<file path="config.mk">
export PLATFORM = sky130hd
export DESIGN_NAME = emg_env_mem
export DESIGN_NICKNAME = d
export VERILOG_FILES = /design/src/rtl/emg_pkg.sv /design/src/rtl/emg_env_mem.sv
export SDC_FILE = /design/constraint.sdc
export NUM_CORES = 2
export LEC_CHECK = 0
export BUFFER_PORTS_ARGS = -buffer_cell sky130_fd_sc_hd__buf_4
export CORE_MARGIN = 3
export CORE_UTILIZATION = 38
export DETAILED_ROUTE_END_ITERATION = 8
export PLACE_DENSITY = 0.59
export SLEW_MARGIN = 20
export SYNTH_ARGS = -nofsm -noshare
export SYNTH_HDL_FRONTEND = slang
export SYNTH_SLANG_ARGS = --single-unit
</file>
<file path="constraint.sdc">
create_clock -name clock -period 12.7 [get_ports clock]
set_clock_uncertainty 0.05 [all_clocks]
set_input_delay 2.54 -clock clock [delete_from_list [all_inputs] [get_ports clock]]
set_output_delay 2.54 -clock clock [all_outputs]
set_load 0.1 [all_outputs]
</file>
<file path="src/rtl/emg_pkg.sv">
// -----------------------------------------------------------------------------
// emg_pkg
// Shared types and constants of the envelope matching gain designer: sizes,
// fixed-point limits, command and result codes, beat payloads, port structs.
// -----------------------------------------------------------------------------
package emg_pkg;

   localparam int NUM_BINS   = 512;
   localparam int NUM_BANDS  = 32;
   localparam int PER_BAND   = (NUM_BINS / NUM_BANDS < 1) ? 1 : NUM_BINS / NUM_BANDS;
   localparam int NUM_PLACED = (NUM_BANDS < NUM_BINS) ? NUM_BANDS : NUM_BINS;

   localparam int BIN_AW  = $clog2(NUM_BINS);
   localparam int BAND_AW = (NUM_BANDS > 1) ? $clog2(NUM_BANDS) : 1;
   localparam int RUN_W   = (PER_BAND > 1) ? $clog2(PER_BAND) : 1;

   // beat field widths
   localparam int CMD_W     = 2;
   localparam int BAND_FW   = 5;
   localparam int LEVEL_W   = 32;
   localparam int BIN_FW    = 9;
   localparam int KIND_W    = 2;
   localparam int GAIN_W    = 23;

   // ratio divider: numerator is target * 2^16 + source / 2
   localparam int DIV_NUM_W  = 49;
   localparam int DIV_STEP_W = 6;

   // blend: floor(s / 10) as (s * RECIP_10) >> RECIP_SHIFT, exact for 32-bit s
   localparam int BLEND_SUM_W = 27;
   localparam int RECIP_W     = 32;
   localparam int RECIP_SHIFT = 35;
   localparam logic [RECIP_W-1:0] RECIP_10 = 32'hCCCC_CCCD;

   localparam logic [LEVEL_W-1:0] UNITY_LEVEL = 32'd65536;
   localparam logic [GAIN_W-1:0]  UNITY_GAIN  = 23'd65536;
   localparam logic [GAIN_W-1:0]  GAIN_MIN    = 23'd655;
   localparam logic [GAIN_W-1:0]  GAIN_MAX    = 23'd6553600;

   localparam logic [CMD_W-1:0] CMD_WRITE   = 2'd0;
   localparam logic [CMD_W-1:0] CMD_COMPUTE = 2'd1;
   localparam logic [CMD_W-1:0] CMD_READ    = 2'd2;

   localparam logic [KIND_W-1:0] KIND_WRITE_ACK = 2'd0;
   localparam logic [KIND_W-1:0] KIND_COMPUTED  = 2'd1;
   localparam logic [KIND_W-1:0] KIND_READ_DATA = 2'd2;

   typedef struct packed {
      logic [CMD_W-1:0]   cmd;
      logic [BAND_FW-1:0] band;
      logic [LEVEL_W-1:0] source_level;
      logic [LEVEL_W-1:0] target_level;
      logic [BIN_FW-1:0]  bin;
   } req_type;

   typedef struct packed {
      logic [KIND_W-1:0] kind;
      logic [GAIN_W-1:0] gain;
   } rsp_type;

   typedef struct packed {
      logic [LEVEL_W-1:0] src;
      logic [LEVEL_W-1:0] tgt;
   } env_pair_type;

   typedef struct packed {
      logic               en;
      logic [BAND_AW-1:0] addr;
      env_pair_type       data;
   } env_wr_type;

   typedef struct packed {
      logic              en;
      logic [BIN_AW-1:0] addr;
      logic [GAIN_W-1:0] data;
   } gain_wr_type;

   typedef enum logic [3:0] {
      ST_IDLE,
      ST_RD_WAIT,
      ST_ENV_RD,
      ST_ENV_WAIT,
      ST_DIV,
      ST_FWD_CALC,
      ST_FWD_WR,
      ST_BWD_RD,
      ST_BWD_WAIT,
      ST_BWD_WR
   } state_type;

endpackage

</file>
<file path="src/rtl/emg_env_mem.sv">
// -----------------------------------------------------------------------------
// emg_env_mem
// Source/target envelope store, one entry per band. Synchronous read, data
// registered; a per-entry valid bit makes unwritten entries read unity.
// -----------------------------------------------------------------------------
module emg_env_mem (
   input  logic                         clock,
   input  logic                         reset,
   input  emg_pkg::env_wr_type          wr,
   input  logic [emg_pkg::BAND_AW-1:0]  rd_addr,
   output emg_pkg::env_pair_type        rd_data
);

   emg_pkg::env_pair_type               mem [emg_pkg::NUM_BANDS];
   logic [emg_pkg::NUM_BANDS-1:0]       valid_ff;
   emg_pkg::env_pair_type               rd_q_ff;
   logic                                rd_valid_ff;

   always_ff @(posedge clock) begin
      if (wr.en) begin
         mem[wr.addr] <= wr.data;
      end
      rd_q_ff <= mem[rd_addr];
   end

   always_ff @(posedge clock) begin
      if (reset) begin
         valid_ff    <= '0;
         rd_valid_ff <= 1'b0;
      end else begin
         if (wr.en) begin
            valid_ff[wr.addr] <= 1'b1;
         end
         rd_valid_ff <= valid_ff[rd_addr];
      end
   end

   always_comb begin
      if (rd_valid_ff) begin
         rd_data = rd_q_ff;
      end else begin
         rd_data.src = emg_pkg::UNITY_LEVEL;
         rd_data.tgt = emg_pkg::UNITY_LEVEL;
      end
   end

endmodule

</file>
==> impl_metrics.json <==
{
  "status": "finished, final reports clean",
  "first_pass_iters": 5,
  "gp_congestion": 0.707,
  "io_buffers": 140,
  "required_ps": 13350,
  "placed_area_sq_um": 85200,
  "cp-end-kind": "flop",
  "initial_core_util": 0.383,
  "drc": 0,
  "mostFrequentLayoutCells": "edfxtp_1, mux4_2, buf_4, clkbuf_16, dfxtp_1",
  "nNetsFinal": 3563,
  "vias_per_cell": 5.58,
  "ys_ff_latch": 2145,
  "path_class": "input pin to flop",
  "synthMuxAreaShare": 0.190,
  "fp.dieW_um": 466,
  "multi_input_comb_area_sq_um": 16500,
  "num_rows": 168,
  "post_cts_resized": 0,
  "rsz0062_at_grt": "no",
  "cp_max_fo": 100,
  "path_cells": "buf_8 > buf_4 > buf_4 > mux4_2 > mux4_2 > mux2_2",
  "critical_path.max_stage_delay_ps": 930,
  "fp.dieH_um": 466,
  "yosysWarnings": 0,
  "fin_crit_ps": 5750,
  "synth_largest_type_area_fraction": 0.764,
  "syn-cell-area_sq_um": 80500,
  "cts_buffers": 205,
  "fmax_mhz": 174,
  "crit_buf_inv": 3,
  "avgSynthCellArea_sq_um": 25.0,
  "fin_tns_setup_ps": 0,
  "maxSlewViolCount": 0,
  "crit_arrival_ps": 6400,
  "syn2layout_area_growth_pct": 14.4,
  "postCtsSetupBuffers": 0,
  "clock_sinks": 2145,
  "slew_headroom": 0.278,
  "drt_iter0_drc": 4328,
  "clk_pin_slew_worst_paths_ps": 60,
  "grt_util_all_layers": 0.185,
  "synthSimpleGateAreaFrac": 0.0116,
  "synth-compound-area-share": 0.000606,
  "final_layout_size_suffix_gt1_frac": 0.346,
  "synth_top_family_by_area": "multiplexers",
  "seqCellArea_sq_um": 63400,
  "stdcell_area_sq_um": 92100,
  "grt_pass1_vias": 37200,
  "cap_violations": 0,
  "critPathSlowestCell": "buf_4",
  "wirelength_um": 202000,
  "cts_max_level": 4,
  "ys_types": 26,
  "finish.utilization": 0.438,
  "finalHoldViolCount": 0,
  "synth_fa_ha_area_frac": 0,
  "cpLargestDelayFamily": "buffers and inverters",
  "synth.largest_area_cell": "edfxtp_1",
  "hold_path.class": "flop to flop",
  "place_hpwl_um": 98900,
  "fillers": 17700,
  "dr_total_vias": 36200,
  "grt_first_pass_wirelength_um": 286000,
  "core_sq_um": 210000,
  "clockBufferDepth": 3,
  "grt_max_degree": 101,
  "setup_viol": 0,
  "worst_pin_slew_ps": 1080,
  "leakagePower_nw": 28.5,
  "yosysSeqAreaShare": 0.788,
  "start_kind": "input pin",
  "clk_latency_ps": 830,
  "cts_hold_buf": 0,
  "vdd_drop_max_mv": 0.151,
  "cts_tree": "done",
  "drtAntennaViolNets": 0,
  "antenna_found_initial": 23,
  "fin_crit_sh": 0.453,
  "power_density_nw_per_um2": 159,
  "clock-root-buffer": "clkbuf_16",
  "layout_commonest_cell": "edfxtp_1",
  "syn-num-nets": 3293,
  "overflow": 0,
  "wire_per_inst_um": 31.2,
  "synthTopCellsByArea": "edfxtp_1, mux4_2, dfxtp_1, mux2_2, and2_1",
  "synthCells": 3216,
  "ios": 141,
  "synth_xor_area_frac": 0,
  "die_area_sq_um": 217000
}
[Yosys cell counts]
library cell / n
a211o_1: 2
a21oi_1: 1
a22o_1: 1
a41o_1: 1
and2_1: 62
buf_1: 21
buf_2: 28
buf_4: 31
buf_6: 2
clkbuf_1: 84
dfxtp_1: 97
edfxtp_1: 2048
mux2_2: 62
mux2i_1: 4
mux4_2: 646
nand2_1: 2
nand2b_1: 3
nand3_1: 3
nand3b_1: 7
nor2_1: 98
nor2b_1: 3
nor3_1: 2
nor3b_1: 2
o31ai_1: 1
or3_1: 1
or3b_2: 4
[kinds of logic after synthesis]
group                  count (synthesis)
muxes                                712
buffers and inverters                166
AOI/OAI and AO/OA                      6
and+or+nand+nor                      187
DFF                                 2145
[layout make-up]
type                    count  area share
flip-flops and latches   2145       0.689
multi-input cells         905       0.179
clock buffers             297      0.0643
well taps                2805      0.0381
repair buffers            229      0.0194
clock inverters            87     0.00962
diodes                      6    0.000163
[power by group]
group | leakage (nW) | switching, mW | internal [mW] | total, mW
Sequential | 19.3 | 0.0370 | 7.85 | 7.89
Clock | 3.32 | 2.62 | 3.52 | 6.14
Combinational | 5.97 | 0.352 | 0.285 | 0.636
[metrics by stage]
step                instances  hold slack (ps)  total power, mW  worst slack [ps]
global route             6471              439             15.1              6700
detailed placement       6084              404             8.69              5960
CTS                      6468              419             14.8              6860
global placement         6084              394             8.68              6000
finish                   6474              416             14.7              6950
floorplan                3216              385             8.43              6260
[worst reg2reg max path, cell delays in order (launching register included)]
cell and delay, ps:
edfxtp_1 380, mux4_2 480, mux4_2 510, mux2_2 320
[sequential cells by signal, indices dropped and copies added, names as in the netlist]
register	cells
mem	2048
rd_q_ff	64
valid_ff	32
rd_valid_ff	1
[final timing paths]
| kind | from | depth (start not counted) | slack, ps | to |
|---|---|---|---|---|
| worst min-delay path | valid_ff[18]$_SDFFE_PP0P_ | 2 | 420 | valid_ff[18]$_SDFFE_PP0P_ |
| worst max-delay path | rd_addr[1] | 6 | 6950 | rd_q_ff[56]$_DFF_P_ |
| worst max register to register | mem[26][7]$_DFFE_PP_ | 3 | 10850 | rd_q_ff[7]$_DFF_P_ |
| worst min register to register | valid_ff[18]$_SDFFE_PP0P_ | 2 | 420 | valid_ff[18]$_SDFFE_PP0P_ |
[layer usage]
metal | up-vias | share of wire | global-route usage | wire length, um
met4 | 12 | 0.020 | 0.0437 | 4020
met3 | 293 | 0.060 | 0.0306 | 12000
met5 | - | 0.00048 | 0 | 97
met1 | 20200 | 0.42 | 0.261 | 85200
met2 | 1243 | 0.50 | 0.305 | 101000
li1 | 14400 | - | - | -
Note: power is estimated with default switching activity, not from simulation.
