File: config.mk
export PLATFORM = sky130hd
export DESIGN_NAME = emg_divider
export DESIGN_NICKNAME = d
export VERILOG_FILES = /design/src/rtl/emg_pkg.sv /design/src/rtl/emg_divider.sv
export SDC_FILE = /design/constraint.sdc
export NUM_CORES = 1
export LEC_CHECK = 0
export ABC_AREA = 1
export BUFFER_PORTS_ARGS = -buffer_cell sky130_fd_sc_hd__buf_2
export CORE_ASPECT_RATIO = 1.5
export CORE_MARGIN = 8
export CORE_UTILIZATION = 40
export CTS_CLUSTER_DIAMETER = 100
export DETAILED_ROUTE_END_ITERATION = 12
export PLACE_DENSITY = 0.65
export SLEW_MARGIN = 25
export SYNTH_ARGS = -nofsm -noshare
export SYNTH_HDL_FRONTEND = slang
export SYNTH_SLANG_ARGS = --single-unit
export TNS_END_PERCENT = 1
File: constraint.sdc
create_clock -name clock -period 3.1 [get_ports clock]
set_clock_uncertainty 0.2 [all_clocks]
set_input_delay 0.31 -clock clock [delete_from_list [all_inputs] [get_ports clock]]
set_output_delay 0.31 -clock clock [all_outputs]
set_load 0.05 [all_outputs]
File: src/rtl/emg_pkg.sv
// -----------------------------------------------------------------------------
// emg_pkg
// Shared types and constants of the envelope matching gain designer: sizes,
// fixed-point limits, command and result codes, beat payloads, port structs.
// -----------------------------------------------------------------------------
package emg_pkg;

   localparam int NUM_BINS   = 512;
   localparam int NUM_BANDS  = 32;
   localparam int PER_BAND   = (NUM_BINS / NUM_BANDS < 1) ? 1 : NUM_BINS / NUM_BANDS;
   localparam int NUM_PLACED = (NUM_BANDS < NUM_BINS) ? NUM_BANDS : NUM_BINS;

   localparam int BIN_AW  = $clog2(NUM_BINS);
   localparam int BAND_AW = (NUM_BANDS > 1) ? $clog2(NUM_BANDS) : 1;
   localparam int RUN_W   = (PER_BAND > 1) ? $clog2(PER_BAND) : 1;

   // beat field widths
   localparam int CMD_W     = 2;
   localparam int BAND_FW   = 5;
   localparam int LEVEL_W   = 32;
   localparam int BIN_FW    = 9;
   localparam int KIND_W    = 2;
   localparam int GAIN_W    = 23;

   // ratio divider: numerator is target * 2^16 + source / 2
   localparam int DIV_NUM_W  = 49;
   localparam int DIV_STEP_W = 6;

   // blend: floor(s / 10) as (s * RECIP_10) >> RECIP_SHIFT, exact for 32-bit s
   localparam int BLEND_SUM_W = 27;
   localparam int RECIP_W     = 32;
   localparam int RECIP_SHIFT = 35;
   localparam logic [RECIP_W-1:0] RECIP_10 = 32'hCCCC_CCCD;

   localparam logic [LEVEL_W-1:0] UNITY_LEVEL = 32'd65536;
   localparam logic [GAIN_W-1:0]  UNITY_GAIN  = 23'd65536;
   localparam logic [GAIN_W-1:0]  GAIN_MIN    = 23'd655;
   localparam logic [GAIN_W-1:0]  GAIN_MAX    = 23'd6553600;

   localparam logic [CMD_W-1:0] CMD_WRITE   = 2'd0;
   localparam logic [CMD_W-1:0] CMD_COMPUTE = 2'd1;
   localparam logic [CMD_W-1:0] CMD_READ    = 2'd2;

   localparam logic [KIND_W-1:0] KIND_WRITE_ACK = 2'd0;
   localparam logic [KIND_W-1:0] KIND_COMPUTED  = 2'd1;
   localparam logic [KIND_W-1:0] KIND_READ_DATA = 2'd2;

   typedef struct packed {
      logic [CMD_W-1:0]   cmd;
      logic [BAND_FW-1:0] band;
      logic [LEVEL_W-1:0] source_level;
      logic [LEVEL_W-1:0] target_level;
      logic [BIN_FW-1:0]  bin;
   } req_type;

   typedef struct packed {
      logic [KIND_W-1:0] kind;
      logic [GAIN_W-1:0] gain;
   } rsp_type;

   typedef struct packed {
      logic [LEVEL_W-1:0] src;
      logic [LEVEL_W-1:0] tgt;
   } env_pair_type;

   typedef struct packed {
      logic               en;
      logic [BAND_AW-1:0] addr;
      env_pair_type       data;
   } env_wr_type;

   typedef struct packed {
      logic              en;
      logic [BIN_AW-1:0] addr;
      logic [GAIN_W-1:0] data;
   } gain_wr_type;

   typedef enum logic [3:0] {
      ST_IDLE,
      ST_RD_WAIT,
      ST_ENV_RD,
      ST_ENV_WAIT,
      ST_DIV,
      ST_FWD_CALC,
      ST_FWD_WR,
      ST_BWD_RD,
      ST_BWD_WAIT,
      ST_BWD_WR
   } state_type;

endpackage

File: src/rtl/emg_divider.sv
// -----------------------------------------------------------------------------
// emg_divider
// Band gain unit: rounded target/source ratio in Q7.16 by restoring division,
// one quotient bit per cycle, then clamped to the gain range.
// -----------------------------------------------------------------------------
module emg_divider (
   input  logic                          clock,
   input  logic                          reset,
   input  logic                          start,
   input  emg_pkg::env_pair_type         levels,
   output logic                          done,
   output logic [emg_pkg::GAIN_W-1:0]    gain
);

   localparam logic [emg_pkg::DIV_STEP_W-1:0] STEP_LAST =
      emg_pkg::DIV_STEP_W'(emg_pkg::DIV_NUM_W - 1);

   logic                               busy_ff;
   logic                               done_ff;
   logic [emg_pkg::DIV_STEP_W-1:0]     step_ff;
   logic [emg_pkg::LEVEL_W-1:0]        src_ff;
   logic                               zero_ff;
   logic [emg_pkg::DIV_NUM_W-1:0]      num_ff;
   logic [emg_pkg::LEVEL_W-1:0]        rem_ff;
   logic [emg_pkg::DIV_NUM_W-1:0]      quo_ff;

   logic [emg_pkg::LEVEL_W:0]          rem_shift;
   logic [emg_pkg::LEVEL_W:0]          rem_diff;
   logic                               fits;

   assign rem_shift = {rem_ff, num_ff[emg_pkg::DIV_NUM_W-1]};
   assign rem_diff  = rem_shift - {1'b0, src_ff};
   assign fits      = rem_shift >= {1'b0, src_ff};

   always_ff @(posedge clock) begin
      if (start) begin
         src_ff  <= levels.src;
         zero_ff <= (levels.src == '0);
         num_ff  <= {1'b0, levels.tgt, 16'b0}
                    + emg_pkg::DIV_NUM_W'(levels.src >> 1);
         rem_ff  <= '0;
         quo_ff  <= '0;
      end else if (busy_ff) begin
         rem_ff <= fits ? rem_diff[emg_pkg::LEVEL_W-1:0]
                        : rem_shift[emg_pkg::LEVEL_W-1:0];
         quo_ff <= {quo_ff[emg_pkg::DIV_NUM_W-2:0], fits};
         num_ff <= num_ff << 1;
      end
   end

   always_ff @(posedge clock) begin
      if (reset) begin
         busy_ff <= 1'b0;
         done_ff <= 1'b0;
         step_ff <= '0;
      end else begin
         done_ff <= 1'b0;
         if (start) begin
            busy_ff <= 1'b1;
            step_ff <= '0;
         end else if (busy_ff) begin
            step_ff <= step_ff + 1'b1;
            if (step_ff == STEP_LAST) begin
               busy_ff <= 1'b0;
               done_ff <= 1'b1;
            end
         end
      end
   end

   always_comb begin
      priority if (zero_ff) begin
         gain = emg_pkg::UNITY_GAIN;
      end else if (quo_ff > emg_pkg::DIV_NUM_W'(emg_pkg::GAIN_MAX)) begin
         gain = emg_pkg::GAIN_MAX;
      end else if (quo_ff < emg_pkg::DIV_NUM_W'(emg_pkg::GAIN_MIN)) begin
         gain = emg_pkg::GAIN_MIN;
      end else begin
         gain = quo_ff[emg_pkg::GAIN_W-1:0];
      end
   end

   assign done = done_ff;

endmodule

==> summary.md, run 1 <==
| Metric | Value |
|---|---|
| Status | `finished clean` |
| EDFF count, synth | `82` |
| Max Slew Vio Count | `0` |
| Tightest Pin Transition | `767.6 ps` |
| Area leader, netlist | `edfxtp_1` |
| Worst Path Buf+Inv | `1` |
| Share of the synthesized area in the top cell type | `23.26%` |
| Htree depth | `4` |
| I/O Buffers | `90` |
| Syn_area_per_cell | `7.330 um2` |
| Chip height | `215.2 um` |
| Hpwl dp | `22.94 mm` |
| Required time worst endpoint | `2590 ps` |
| Beginning of the critical path | `quo_ff[39]$_SDFFE_PP0P_` |
| Clk Latency, worst-skew pair | `450 ps` |
| Total power | `5.484 mW` |
| TritonCTS clock tree | `built` |
| Die Footprint | `32,030 um2` |
| Cell count after synthesis | `1,444` |
| Hold/Removal Path Class | `input port to flip-flop` |
| Detailed Route Iter0 Violations | `529` |
| Seq/Total Area, Yosys | `40.09%` |
| Synth top area cells | `edfxtp_1 23%, dfxtp_1 17%, nand2_1 15%` |
| WL final | `29.93 mm` |
| Global-route wire length before repair | `48.11 mm` |
| Slowest cell on crit path | `nor4_1` |
| #FFs+latches synth | `171` |
| Pre-antenna DRT Iters | `5` |
| Most used flip-flop cell after synthesis | `dfxtp_1` |
| Worst hold margin | `32.44 ps` |
| R2R Path Start | `src_ff[19]$_DFFE_PP_` |
| Vias | `9,598` |
| Core Rows | `73` |
| Most numerous cell in the Yosys netlist | `nand2_1` |
| Cell family with most CP delay | `simple AND/OR/NAND/NOR gates` |
| Starting Density | `40.24%` |
| Max-cap violation count | `0` |
| CP most frequent cell | `nand3_1` |
| Vias in the first global route | `9,631` |
| Crit end category | `output port` |
| Core area | `26,310 um2` |
| Post-synth net total | `1,562` |
| DRC | `0` |
| Gpl congestion | `0.9097` |
| CP Data Arrival Time | `2370 ps` |
| Final min period | `2879 ps` |
| Nets | `1,682` |
| Final setup TNS | `0 ps` |
| CP max stage delay | `480 ps` |
| Setup violators final | `0` |
| Routed Antenna Nets | `0` |
| Ys async rst share | `0%` |
| Antenna violations before repair | `2` |
| GRT Util Overall | `18.99%` |
| Ys Warns | `0` |
| Slew headroom | `48.75%` |
| Clk root buf | `clkbuf_16` |
| Fmax | `347.4 MHz` |
| Area Growth Syn to Fin | `16.73%` |
| WL/cell | `15.62 um` |
| CP cell instances | `nor4_1 > nand3_1 > nor2_1 > nand3_1 > a21oi_1 > buf_2` |
| Max FO, Critical Path | `10` |
| Largest net degree at the start of global routing | `50` |
| Mapped cell area | `10,590 um2` |
| # IOs | `91` |
| Startpoint of the worst hold path | `levels[31]` |
| Final hold viol count | `0` |
| Fin util | `46.97%` |
| Leakage power | `5.792 nW` |
| CTS Buf Count | `17` |
| Worst VDD drop | `382.7 uV` |
| Yosys cell types | `48` |
| CTS Buffer Depth | `2` |
| Fill cells | `2,670` |
| Share of layout cells above drive strength 1 | `13.51%` |
| Clock transition at path regs | `70 ps` |
| Power Dens Cells | `443.8 nW/um2` |
| CP Launch Type | `flip-flop` |
| CTS sink count | `171` |
| Vias/cell | `5.009` |
| Gr ovfl total | `0` |
| Setup CP Type | `flip-flop to output port` |
| Fin crit share | `92.86%` |
| Die W | `148.8 um` |
| Synth cell count leaders | `437 x nand2_1, 220 x inv_1, 110 x nor2_1, 89 x dfxtp_1, 82 x edfxtp_1` |
[final timing paths]
path	slack, ps	cells past startpoint	endpoint
worst max register to register	350	16	rem_ff[31]$_SDFFE_PP0P_
worst min-delay path	30	3	num_ff[48]$_DFFE_PP_
worst min register to register	270	2	quo_ff[48]$_SDFFE_PP0P_
worst max-delay path	220	6	gain[9]
[tightest hold or removal path: cells and delay by family]
kind	cells	cell delay [ps]
buffers and inverters	1	100
AND/OR/NAND/NOR	2	170
[cell families (layout without fill, tap and decap cells)]
logic type	count (synthesis)	after routing	synth area share [%]
buffers and inverters	262	395	9.893
flip-flops	171	171	40.09
AO/OA/AOI/OAI	191	191	11.21
other	0	2	0
XOR/XNOR	24	24	1.986
adder cells (fa/ha/maj)	51	51	6.170
AND/OR/NAND/NOR	745	745	30.65
[cell usage in the layout, fill, tap and decap left out, types with 39 or more instances in the layout]
cell type  count
edfxtp_1      82
o21ai_0       39
buf_2         85
nand3_1       70
nor2_1       109
dfxtp_1       89
ha_1          49
o22ai_1       49
a21oi_1       52
inv_1        218
nand2_1      437
[flip-flops by register name, summed over array words and instances (netlist names)]
name,flops
done,1
busy_ff,1
quo_ff,49
zero_ff,1
num_ff,49
rem_ff,32
src_ff,32
step_ff,6
[report_power, final]
group	switching, mW	leakage, nW	internal [mW]
combinational	0.494	3.95	0.258
sequential	0.0410	1.54	2.50
clock	0.999	0.298	1.19
total	1.53	5.79	3.95
[routing by layer]
metal | global-route usage, % | wire length [um] | up-vias
met5 | 0 | 0 | -
met1 | 20.90 | 12310 | 4374
met3 | 3.049 | 957 | 66
met4 | 10.57 | 1227 | 0
met2 | 33.86 | 15430 | 197
li1 | - | - | 4961
[per-stage QoR]
stage / instance area [um2] / setup WS [ps] / instances
2_1_floorplan: 10590 / 175.8 / 1444
3_3_place_gp: 11390 / 350.8 / 1847
3_5_place_dp: 11390 / 347.9 / 1847
4_1_cts: 12320 / 89.01 / 1912
5_1_grt: 12360 / -5.145 / 1916
6_report: 12360 / 221.4 / 1916
[cell type report]
class	instances	area, um2	area share, %
clock inverter	14	145.1	1.175
antenna	2	5.005	0.04051
inverter	227	853.3	6.906
multi-input combinational	1011	5308	42.96
timing repair buffer	136	928.4	7.514
tap	337	421.7	3.413
sequential	171	4244	34.35
clock buffer	18	450.4	3.646
[timing repair]
action                     CTS  global route
pin swaps                    0             1
hold endpoints to repair    47             0
hold buffers                33             0
setup endpoints to repair    7            20
gates resized for setup      2             9
setup buffers                0             2
Note: power is estimated with default switching activity, not from simulation.
==> run 2, diff against run 1 <==
- CORE_UTILIZATION: 40 -> 55
- CTS_CLUSTER_SIZE: default -> 30
- PLACE_DENSITY: 0.65 -> 0.83
- SETUP_SLACK_MARGIN: default -> 0.5
==> run 2 against run 1 <==
  * Die area down 25%
  * Global-route usage up 8.7 points
  * Combinational power up 6.5%
  * Worst hold slack better by 58 ps
  * Sequential share of layout area down 0.80 points
  * Utilization up 20 points
  * Critical path type unchanged
  * Largest power group unchanged
==> summary.md, run 2 (synthesis results as in run 1) <==
| Metric | Value |
|---|---|
| Status | `finished clean` |
| # IOs | `91` |
| Largest net degree at the start of global routing | `50` |
| Total power | `5.507 mW` |
| Vias in the first global route | `10,412` |
| Fmax | `335.8 MHz` |
| Placed cell count | `1,766` |
| Clk root buf | `clkbuf_16` |
| WL/cell | `18.39 um` |
| Clock transition at path regs | `70 ps` |
| Post-route cell area | `12,650 um2` |
| Die Footprint | `24,030 um2` |
| Most frequent cells in the layout | `436 x nand2_1, 213 x inv_1, 97 x nor2_1` |
| Slew headroom | `45.45%` |
| Worst reg2reg path depth | `14` |
| CTS Buffer Depth | `2` |
| Pre-antenna DRT Iters | `6` |
| Detailed Route Iter0 Violations | `1,009` |
| Multi-input logic area | `5554 um2` |
| R2r setup slk | `390 ps` |
| Required time worst endpoint | `2590 ps` |
| Vias/cell | `5.796` |
| Setup CP Type | `flip-flop to output port` |
| CP Data Arrival Time | `2470 ps` |
| Clk Latency, worst-skew pair | `450 ps` |
| Sequential cell area | `4244 um2` |
| Tightest Pin Transition | `817.0 ps` |
| TritonCTS clock tree | `built` |
| Core area | `19,010 um2` |
| Startpoint of the worst hold path | `levels[24]` |
| Chip height | `185.9 um` |
| Crit end category | `output port` |
| Fin crit share | `96.06%` |
| Gpl congestion | `0.9505` |
| WL final | `33.93 mm` |
| Final hold viol count | `0` |
| Fin util | `66.55%` |
| Antenna violations before repair | `3` |
| Nets | `1,690` |
| Leakage power | `5.908 nW` |
| Post-DP Area | `11,280 um2` |
| CP Launch Type | `flip-flop` |
| RSZ-0062 raised after global routing | `yes` |
| Gr ovfl total | `0` |
| Max FO, Critical Path | `10` |
| Hold/Removal Path Class | `input port to flip-flop` |
| Max Slew Vio Count | `0` |
| Hold path depth | `4` |
| Worst VDD drop | `305.6 uV` |
| Htree depth | `4` |
| Final non-filler cell total | `1,845` |
| Hold EP | `num_ff[40]$_DFFE_PP_` |
| CTS sink count | `171` |
| Final min period | `2978 ps` |
| Routed Antenna Nets | `0` |
| Fill cells | `1,518` |
| Vias | `10,693` |
| I/O Buffers | `90` |
| Top Registers | `num_ff: 49 flops, quo_ff: 49 flops` |
| Core Rows | `62` |
| Hpwl dp | `22.14 mm` |
| Global-route wire length before repair | `51.83 mm` |
| Most common cell after layout, fill and taps aside | `nand2_1` |
| Starting Density | `55.69%` |
| Die W | `129.3 um` |
| R2R Path Start | `src_ff[10]$_DFFE_PP_` |
| CTS Buf Count | `17` |
| DRC | `0` |
| Area Growth Syn to Fin | `19.49%` |
| FF-to-FF End | `rem_ff[14]$_SDFFE_PP0P_` |
| GRT Util Overall | `27.70%` |
| Max-cap violation count | `0` |
| Setup violators final | `0` |
| Power Dens Cells | `435.4 nW/um2` |
| Share of layout cells above drive strength 1 | `16.34%` |
## run 2: cell types whose count changed in the layout (fill, tap and decap cells not counted), sizes merged
cell / delta
inv: -7
diode: +2
clkbuf: +4
buf: +9
clkinv: +1
nand2: +1
nand3: +1
bufinv: -1
## run 2: cell type report
type | count | share of cell area, %
multi-input combinational | 1013 | 43.91
sequential | 171 | 33.55
timing repair buffer | 142 | 8.537
inverter | 227 | 6.746
clock buffer | 25 | 4.273
tap | 256 | 2.532
clock inverter | 7 | 0.3660
antenna | 4 | 0.07914
## run 2: worst max-delay path by stage
| stage | to | cells past startpoint | from | slack (ps) |
|---|---|---|---|---|
| after global routing | gain[4] | 11 | quo_ff[12]$_SDFFE_PP0P_ | -110 |
| after CTS | gain[3] | 11 | quo_ff[0]$_SDFFE_PP0P_ | 440 |
| after floorplan | gain[10] | 6 | quo_ff[31]$_SDFFE_PP0P_ | 560 |
| after global placement | num_ff[30]$_DFFE_PP_ | 12 | levels[0] | 480 |
| final | gain[4] | 7 | quo_ff[47]$_SDFFE_PP0P_ | 120 |
| after detailed placement | num_ff[46]$_DFFE_PP_ | 12 | levels[49] | 380 |
## run 2: power by group
group          internal [mW]  switching, mW  total [mW]
logic                  0.270          0.531       0.801
registers               2.51         0.0458        2.55
clock network           1.22          0.935        2.15
total                   3.99           1.51        5.51
## run 2: critical path, cell delays in order (launching register included)
cell,delay [ps]
dfxtp_1,330
nor4_2,470
nand4_1,230
nor3_4,250
buf_6,190
nand2_8,110
nor2_1,220
buf_6,190
## run 2: what timing repair did
action / CTS / global route
resized for setup: 54 / 40
pin swaps: 7 / 4
endpoints found under the hold margin: 42 / 0
buffers inserted: 6 / 2
setup endpoints to repair: 39 / 55
hold buffers: 33 / 0
cloned: 2 / 0
## run 2: per-stage QoR
step	setup WS [ps]	TNS (ps)	hold WS, ps
6_report	122.1	0	90.40
5_1_grt	-109.3	-466.8	115.8
4_1_cts	442.9	0	80.27
3_5_place_dp	376.4	0	266.3
2_1_floorplan	558.4	0	188.5
3_3_place_gp	478.1	0	248.5
## run 2: routing by layer
layer	part of all wire, %	GRT usage [%]
met1	36	29.72
met2	51	49.27
met3	6.8	5.219
met4	6.0	16.66
met5	0	0
